--- src/hdl/tbcd_pkg.sv ---
// ----------------------------------------------------------------------------
// tbcd_pkg
// shared types, constants and digit mapping for the tbcd digit codec
// ----------------------------------------------------------------------------
package tbcd_pkg;

    localparam int QUEUE_DEPTH = 3;
    localparam int CNT_W       = $clog2(QUEUE_DEPTH + 1);

    localparam logic [7:0] HDR_OCTET  = 8'h91;
    localparam logic [3:0] PAD_NIBBLE = 4'hf;
    localparam logic [7:0] NUL_CHAR   = 8'h00;
    localparam logic [7:0] SENT_MAX   = 8'hff;

    // function codes
    localparam logic FUNC_DECODE = 1'b0;
    localparam logic FUNC_ENCODE = 1'b1;

    // register indexes
    localparam logic REG_MSISDN_MODE = 1'b0;
    localparam logic REG_OCTET_LIMIT = 1'b1;

    typedef struct packed {
        logic       msisdn_mode;
        logic [7:0] octet_limit;
    } tbcd_cfg_t;

    typedef struct packed {
        logic [7:0] data;
        logic       last;
    } tbcd_res_t;

    // up to two results for one input word, in order
    typedef struct packed {
        logic [1:0] num;
        tbcd_res_t  res0;
        tbcd_res_t  res1;
    } tbcd_pair_t;

    function automatic logic [7:0] digit_char(input logic [3:0] nib);
        logic [7:0] c;
        case (nib)
            4'ha:    c = "*";
            4'hb:    c = "#";
            4'hc:    c = "a";
            4'hd:    c = "b";
            4'he:    c = "c";
            4'hf:    c = NUL_CHAR;
            default: c = 8'h30 + {4'h0, nib};
        endcase
        return c;
    endfunction

    function automatic logic [3:0] char_nibble(input logic [7:0] c);
        logic [7:0] d;
        logic [3:0] n;
        d = c - 8'h30;
        case (c)
            "*":     n = 4'ha;
            "#":     n = 4'hb;
            "a":     n = 4'hc;
            "b":     n = 4'hd;
            "c":     n = 4'he;
            default: n = d[3:0];
        endcase
        return n;
    endfunction

endpackage

--- src/hdl/tbcd_digit_codec.sv ---
// ----------------------------------------------------------------------------
// tbcd_digit_codec
// swapped-nibble telephony bcd codec for called-party and msisdn numbers
// ----------------------------------------------------------------------------
// One input word is decoded or encoded in the cycle it is accepted and its
// results (zero, one or two) land in a three-entry result queue; with the
// queue empty, the first result is on the output the next cycle. The single
// result port gives one word a cycle while out_ready is high, so two-result
// words (decode, or the msisdn header with an octet) are paced by it, and
// words with at most one result run at one per cycle. in_ready is high while
// the queue has room for two results, so input is taken while a result waits.
// Configuration (msisdn_mode, octet_limit) is written through the cfg port,
// always ready, and is meant to change only between numbers.
module tbcd_digit_codec (
    input  logic       clk,
    input  logic       rst_n,
    // configuration write channel
    input  logic       cfg_valid,
    output logic       cfg_ready,
    input  logic       cfg_index,
    input  logic [7:0] cfg_data,
    // input word channel
    input  logic       in_valid,
    output logic       in_ready,
    input  logic       func,
    input  logic [7:0] data_in,
    input  logic       end_of_string,
    // result word channel
    output logic       out_valid,
    input  logic       out_ready,
    output logic [7:0] data_out,
    output logic       last_out
);

    tbcd_pkg::tbcd_cfg_t  cfg_reg;
    tbcd_pkg::tbcd_pair_t pair;
    logic                 accept;
    logic                 room;

    // config registers take a write every cycle
    assign cfg_ready = 1'b1;

    always_ff @(posedge clk or negedge rst_n)
    begin
        if (!rst_n)
        begin
            cfg_reg.msisdn_mode <= 1'b0;
            cfg_reg.octet_limit <= 8'd8;
        end
        else if (cfg_valid)
        begin
            case (cfg_index)
                tbcd_pkg::REG_MSISDN_MODE: cfg_reg.msisdn_mode <= cfg_data[0];
                tbcd_pkg::REG_OCTET_LIMIT: cfg_reg.octet_limit <= cfg_data;
                default:                   cfg_reg <= cfg_reg;
            endcase
        end
    end

    // input is taken whenever two result slots are free
    assign in_ready = room;
    assign accept   = in_valid && in_ready;

    // number state and the per-word mapping
    tbcd_engine u_engine (
        .clk           (clk),
        .rst_n         (rst_n),
        .accept        (accept),
        .func          (func),
        .data_in       (data_in),
        .end_of_string (end_of_string),
        .cfg           (cfg_reg),
        .pair          (pair)
    );

    // results drain one a cycle while out_ready is high
    tbcd_outq u_outq (
        .clk       (clk),
        .rst_n     (rst_n),
        .push      (accept),
        .pair      (pair),
        .room      (room),
        .out_valid (out_valid),
        .out_ready (out_ready),
        .data_out  (data_out),
        .last_out  (last_out)
    );

endmodule

--- src/hdl/tbcd_engine.sv ---
// ----------------------------------------------------------------------------
// tbcd_engine
// per-number state and single-pass decode / encode of one input word
// ----------------------------------------------------------------------------
module tbcd_engine (
    input  logic                 clk,
    input  logic                 rst_n,
    input  logic                 accept,
    input  logic                 func,
    input  logic [7:0]           data_in,
    input  logic                 end_of_string,
    input  tbcd_pkg::tbcd_cfg_t  cfg,
    output tbcd_pkg::tbcd_pair_t pair
);

    logic       at_start_reg,    at_start_next;
    logic [3:0] held_digit_reg,  held_digit_next;
    logic       digit_held_reg,  digit_held_next;
    logic [7:0] octets_sent_reg, octets_sent_next;
    logic       dropping_reg,    dropping_next;

    logic [3:0] nib;
    logic [7:0] sent_inc;
    logic       hdr;
    logic       oct_valid;
    logic [7:0] oct;
    logic       oct_last;
    logic       hit;

    assign nib      = tbcd_pkg::char_nibble(data_in);
    assign sent_inc = (octets_sent_reg == tbcd_pkg::SENT_MAX) ?
                      octets_sent_reg : octets_sent_reg + 8'd1;
    assign hit      = !cfg.msisdn_mode && (cfg.octet_limit != 8'd0) &&
                      (sent_inc >= cfg.octet_limit);

    always_comb
    begin
        pair             = '0;
        at_start_next    = at_start_reg;
        held_digit_next  = held_digit_reg;
        digit_held_next  = digit_held_reg;
        octets_sent_next = octets_sent_reg;
        dropping_next    = dropping_reg;
        hdr              = 1'b0;
        oct_valid        = 1'b0;
        oct              = '0;
        oct_last         = 1'b0;

        if (func == tbcd_pkg::FUNC_DECODE)
        begin
            at_start_next = 1'b0;
            if (cfg.msisdn_mode && at_start_reg)
            begin
                // leading header octet is swallowed
                pair.num  = end_of_string ? 2'd1 : 2'd0;
                pair.res0 = '{data: tbcd_pkg::NUL_CHAR, last: 1'b1};
            end
            else
            begin
                pair.num  = 2'd2;
                pair.res0 = '{data: tbcd_pkg::digit_char(data_in[3:0]), last: 1'b0};
                pair.res1 = '{data: tbcd_pkg::digit_char(data_in[7:4]),
                              last: end_of_string};
            end
        end
        else
        begin
            at_start_next = 1'b0;
            hdr           = at_start_reg && cfg.msisdn_mode;
            if (!dropping_reg)
            begin
                if (!digit_held_reg)
                begin
                    if (end_of_string)
                    begin
                        oct_valid        = 1'b1;
                        oct              = {tbcd_pkg::PAD_NIBBLE, nib};
                        oct_last         = 1'b1;
                        octets_sent_next = sent_inc;
                    end
                    else
                    begin
                        held_digit_next = nib;
                        digit_held_next = 1'b1;
                    end
                end
                else
                begin
                    oct_valid        = 1'b1;
                    oct              = {nib, held_digit_reg};
                    oct_last         = end_of_string || hit;
                    octets_sent_next = sent_inc;
                    held_digit_next  = '0;
                    digit_held_next  = 1'b0;
                    dropping_next    = hit && !end_of_string;
                end
            end
            if (hdr)
            begin
                pair.res0 = '{data: tbcd_pkg::HDR_OCTET, last: 1'b0};
                pair.res1 = '{data: oct, last: oct_last};
            end
            else
            begin
                pair.res0 = '{data: oct, last: oct_last};
            end
            pair.num = {1'b0, hdr} + {1'b0, oct_valid};
        end

        // end of a number clears all string state
        if (end_of_string)
        begin
            at_start_next    = 1'b1;
            held_digit_next  = '0;
            digit_held_next  = 1'b0;
            octets_sent_next = '0;
            dropping_next    = 1'b0;
        end
    end

    always_ff @(posedge clk or negedge rst_n)
    begin
        if (!rst_n)
        begin
            at_start_reg    <= 1'b1;
            held_digit_reg  <= '0;
            digit_held_reg  <= 1'b0;
            octets_sent_reg <= '0;
            dropping_reg    <= 1'b0;
        end
        else if (accept)
        begin
            at_start_reg    <= at_start_next;
            held_digit_reg  <= held_digit_next;
            digit_held_reg  <= digit_held_next;
            octets_sent_reg <= octets_sent_next;
            dropping_reg    <= dropping_next;
        end
    end

    a_held_not_start: assert property (@(posedge clk) disable iff (!rst_n)
        digit_held_reg |-> !at_start_reg)
        else $error("digit held at start of number");

    a_drop_no_held: assert property (@(posedge clk) disable iff (!rst_n)
        dropping_reg |-> (!digit_held_reg && !at_start_reg))
        else $error("dropping with held digit or at start");

    a_eos_restart: assert property (@(posedge clk) disable iff (!rst_n)
        (accept && end_of_string) |=> (at_start_reg && !dropping_reg && !digit_held_reg))
        else $error("end of number did not restart state");

endmodule

--- src/hdl/tbcd_outq.sv ---
// ----------------------------------------------------------------------------
// tbcd_outq
// small shifting result queue, takes up to two results, gives one a cycle while out_ready is high
// ----------------------------------------------------------------------------
module tbcd_outq (
    input  logic                 clk,
    input  logic                 rst_n,
    input  logic                 push,
    input  tbcd_pkg::tbcd_pair_t pair,
    output logic                 room,
    output logic                 out_valid,
    input  logic                 out_ready,
    output logic [7:0]           data_out,
    output logic                 last_out
);

    localparam int D = tbcd_pkg::QUEUE_DEPTH;
    localparam int W = tbcd_pkg::CNT_W;

    logic [W-1:0]        count_reg, count_next;
    tbcd_pkg::tbcd_res_t entry_reg  [D];
    tbcd_pkg::tbcd_res_t entry_next [D];

    logic         pop;
    logic [W-1:0] base;
    logic [W-1:0] push_num;

    assign out_valid = (count_reg != '0);
    assign pop       = out_valid && out_ready;
    assign room      = (count_reg <= W'(D - 2));
    assign base      = count_reg - W'(pop);
    assign push_num  = push ? W'(pair.num) : '0;
    assign count_next = base + push_num;
    assign data_out  = entry_reg[0].data;
    assign last_out  = entry_reg[0].last;

    always_comb
    begin
        for (int i = 0; i < D; i++)
        begin
            entry_next[i] = entry_reg[i];
            if (pop && (i < D - 1))
            begin
                entry_next[i] = entry_reg[i + 1];
            end
            if ((push_num != '0) && (i == int'(base)))
            begin
                entry_next[i] = pair.res0;
            end
            if ((push_num == W'(2)) && (i == int'(base) + 1))
            begin
                entry_next[i] = pair.res1;
            end
        end
    end

    always_ff @(posedge clk or negedge rst_n)
    begin
        if (!rst_n)
        begin
            count_reg <= '0;
        end
        else
        begin
            count_reg <= count_next;
        end
    end

    always_ff @(posedge clk)
    begin
        for (int i = 0; i < D; i++)
        begin
            entry_reg[i] <= entry_next[i];
        end
    end

    a_push_fits: assert property (@(posedge clk) disable iff (!rst_n)
        push |-> (int'(count_reg) + int'(pair.num) <= D))
        else $error("result queue overflow");

    a_pop_count: assert property (@(posedge clk) disable iff (!rst_n)
        (pop && !push) |=> (count_reg == W'($past(count_reg) - W'(1))))
        else $error("result queue count wrong after pop");

endmodule
--- config.mk ---
export PLATFORM = sky130hd
export DESIGN_NAME = tbcd_digit_codec
export DESIGN_NICKNAME = d
export VERILOG_FILES = /design/src/hdl/tbcd_pkg.sv /design/src/hdl/tbcd_digit_codec.sv /design/src/hdl/tbcd_engine.sv /design/src/hdl/tbcd_outq.sv
export SDC_FILE = /design/constraint.sdc
export NUM_CORES = 1
export LEC_CHECK = 0
export BUFFER_PORTS_ARGS = -buffer_cell sky130_fd_sc_hd__buf_2
export CORE_MARGIN = 3
export CORE_UTILIZATION = 30
export CTS_CLUSTER_SIZE = 20
export DETAILED_ROUTE_END_ITERATION = 10
export MAX_ROUTING_LAYER = met4
export PLACE_DENSITY = 0.53
export SLEW_MARGIN = 20
export SYNTH_ARGS = -nofsm -noshare
export SYNTH_HDL_FRONTEND = slang
export SYNTH_HIERARCHICAL = 1
export SYNTH_SLANG_ARGS = --single-unit
export TNS_END_PERCENT = 5
--- constraint.sdc ---
create_clock -name clk -period 3.7 [get_ports clk]
set_input_delay 0.74 -clock clk [delete_from_list [all_inputs] [get_ports clk]]
set_output_delay 0.74 -clock clk [all_outputs]
set_load 0.03 [all_outputs]
==> results.toml <==
[clock_tree]
cts_tree = "done"
cts_max_path_buffers = 2
clock-root-buffer = "clkbuf_16"
cts.clk_slew.worst_paths_ns = 0.07
postCtsHoldBufs = 0
cts-resized-gates = 0
tritoncts.num_buffers = 5
htree_num_levels = 2
insertion_delay_ns = 0.29
postCtsSetupRepairBufs = 0
clkSinkCount = 53

[timing]
setup_violations = 0
fin_setup_tns_ns = 0
finalHoldViolCount = 0
worst_pin_slew_ns = 0.795
maxSlewHeadroom_pct = 46.3
maxClockFrequency_mhz = 300
post-route-min-period_ns = 3.33
period_share_pct = 90.0
report.final.slew_viol_count = 0
rsz0062_at_grt = "false"
fin_worst_skew_ns = 0.00553

[yosys]
share_of_synthesized_cell_area_in_full_adder_half_adder_and_majority_cells_pct = 3.78
synth_warnings = 6
syn_nets = 380
synth_simple_gate_area_share_pct = 14.8
synth_cells = 345
synthesis.area_um2 = 3640
synth_flop_cell = "edfxtp_1"
synthDistinctLibCells = 73
synth-edff-count = 27
average_cell_area_after_synthesis_um2 = 10.5
post_synth_xor_area_fraction_pct = 2.37
largest_family_of_logic_cells_by_synthesized_area = "multiplexers"
synthesized_area_fraction_occupied_by_ao_oa_aoi_and_oai_cells_pct = 15.9
ys_seq_area_share_pct = 40.2
synth_async_reset_ratio_pct = 49.1
multiplexer_share_of_the_synthesized_area_pct = 16.2
synth-seq-cells = 53

[setup_path]
crit_arrival_ns = 3.38
startpoint_type = "flip-flop"
worstPathRequired_ns = 3.75
critical_path.max_fanout = 12
crit_type = "reg2reg"
nature_of_the_critical_path_endpoint = "flip-flop"
r2r_slack_ns = 0.37

[place]
place.detailed.instances = 502
post-dp-hpwl_mm = 5.99
placement.io_buffers = 34
place.gp.congestion = 0.886

[drt]
first_pass_iters = 4
drtIter0Drc = 140
detail-route-antenna-nets = 0
detailroute.via_count = 2621
drt_wirelength_mm = 7.63
wl_per_cell_um = 15.0
routed_via_density = 5.14
drc = 0

[die]
start_util_pct = 31.3
num_rows = 39
die_area_um2 = 13500
die_h_um = 116
num_io_pins = 36
coreArea_um2 = 11600
floorplan.die.width_um = 116

[cells_and_area]
fin_cells = 510
growth_of_design_area_from_synthesis_to_finish_pct = 9.77
seq_area_um2 = 1460
largest_reg_flops = 27
multi_input_area_um2 = 1930
num-nets-final = 401
drive_above_1_share_pct = 26.7
diodes = 0
layout.filler_cells = 1182

[global_routing]
globalRouteOverflowTotal = 0
pin_count_of_the_biggest_net_entering_global_routing = 27
met2_usage_pct = 19.3
grt.met1_usage_pct = 15.4
track_usage_pct = 12.0
global_route_wire_length_before_repair_mm = 12.6
grt_pass1_vias = 2544
grt_most_used_layer = "met2"
number_of_antenna_violations_at_the_first_check_in_global_routing = 0
gr-usage-met3_pct = 2.23

[power]
comb_power_share_pct = 41.3
cell_internal_pwr_mw = 1.50
clock_power_share_pct = 19.1
cellPowerDensity_nw_per_um2 = 593
total_leakage_power_nw = 1.71
worst_ir_drop_vdd_mv = 0.189
sw_frac_of_total_pct = 36.7
total_net_switching_power_uw = 870
relative_contribution_of_sequential_cells_to_total_power_pct = 39.6

[flow_run]
drv_cap = 0

[worst_hold_path]
holdCritPathClass = "in2async"

[run_status]
status = "finished clean"
## routing by layer
metal | wire (um) | share of wire [%]
met5 | 0 | 0
met2 | 3720 | 49
met1 | 3500 | 46
met3 | 231 | 3.0
met4 | 171 | 2.2
## synth_stat cells, drive strengths merged, types with 2 or more instances
master,count,area share [%]
a21o,4,0.86
buf,21,4.2
nand2b,3,0.52
nand4b,2,0.89
or2,2,0.34
clkbuf,2,0.21
o22a,3,0.72
a32oi,3,0.72
a21oi,15,2.1
o21a,2,0.41
inv,22,2.3
o31ai,2,0.41
and3,3,0.55
nor4,4,0.69
dfrtp,24,17
a41oi,2,0.69
o22ai,4,0.69
dfstp,2,1.4
mux2,46,16
nor2,16,1.7
xor2,2,0.48
nor2b,3,0.58
nand3b,2,0.41
a211oi,2,0.41
o32ai,3,0.72
and2,4,0.72
nor3,4,0.69
a22o,2,0.48
o311ai,2,0.69
ha,11,3.8
nand3,9,1.5
o21ai,19,2.7
xnor2,7,1.9
nand2,38,4.1
edfxtp,27,22
a31oi,8,1.4
## critical path: stages (launching register included)
cell	delay [ns]
dfrtp_1	0.46
ha_1	0.32
and3_2	0.28
nand3_2	0.24
a21oi_1	0.27
ha_1	0.27
a211oi_1	0.26
nand2_1	0.11
o21ai_0	0.18
a21oi_1	0.16
mux2_4	0.28
mux2_4	0.25
## cell usage in the layout, fill, tap and decap left out, types with 3 or more instances in the layout
master / count
buf_4: 3
and2_1: 3
xnor2_1: 6
mux2_4: 19
a32oi_1: 3
nor2_1: 16
nor4_1: 4
o22a_1: 3
o32ai_1: 3
dfrtp_1: 24
nand2_1: 36
a31oi_1: 8
clkbuf_16: 5
nand3_1: 7
nand2b_1: 3
nor3_1: 3
mux2_1: 12
edfxtp_1: 27
a21oi_1: 15
mux2_2: 15
o21ai_0: 16
buf_2: 34
inv_1: 22
ha_1: 11
o22ai_1: 4
a21o_1: 3
## cells by family (layout without fill, tap and decap cells)
kind of cell               count (synthesis)  after routing
adders and majority gates                 11             11
AOI/OAI and AO/OA                         83             83
DFF                                       53             53
buffers and inverters                     45             67
other                                      1              1
xor gates and xnor gates                   9              9
and+or+nand+nor                           97             97
muxes                                     46             46
## stage by stage
stage | utilization, % | power (mW) | hold slack (ns) | worst slack, ns | instance area, um^2
floorplan | - | 1.75 | 0.444 | 0.741 | 3640
global placement | 33.2 | 1.91 | 0.474 | 0.372 | 3850
detailed placement | 33.2 | 1.94 | 0.483 | 0.275 | 3850
CTS | 34.4 | 2.41 | 0.474 | 0.332 | 3990
global route | 34.4 | 2.55 | 0.489 | 0.155 | 3990
finish | 34.4 | 2.37 | 0.448 | 0.368 | 3990
## area by class of cell
class,count,area share (%)
multi-input cells,247,48.4
flip-flops and latches,53,36.7
repair buffers,37,4.83
well taps,143,4.48
clock buffers,5,3.13
inverters,22,2.07
clock inverters,3,0.439
## power groups by stage
stage | sequential, mW | combinational [mW] | clock, mW
final | 0.938 | 0.978 | 0.451
after global routing | 0.961 | 1.10 | 0.492
after CTS | 0.940 | 0.992 | 0.475
after detailed placement | 0.951 | 0.986 | 0
after global placement | 0.946 | 0.968 | 0
after floorplan | 0.919 | 0.836 | 0
## path summary, 6_finish.rpt
path                                        startpoint                          to  cells after the start
max                        u_engine/octets_sent_reg[0]      u_outq/entry_reg[0][9]                     11
min                                              rst_n                  cfg_reg[4]                      1
max reg2reg                u_engine/octets_sent_reg[0]      u_outq/entry_reg[0][9]                     11
min reg2reg                      u_engine/at_start_reg       u_engine/at_start_reg                      2
max in group asynchronous                        rst_n  u_engine/held_digit_reg[3]                      1
min in group clk                 u_engine/at_start_reg       u_engine/at_start_reg                      2
Note: power is estimated with default switching activity, not from simulation.
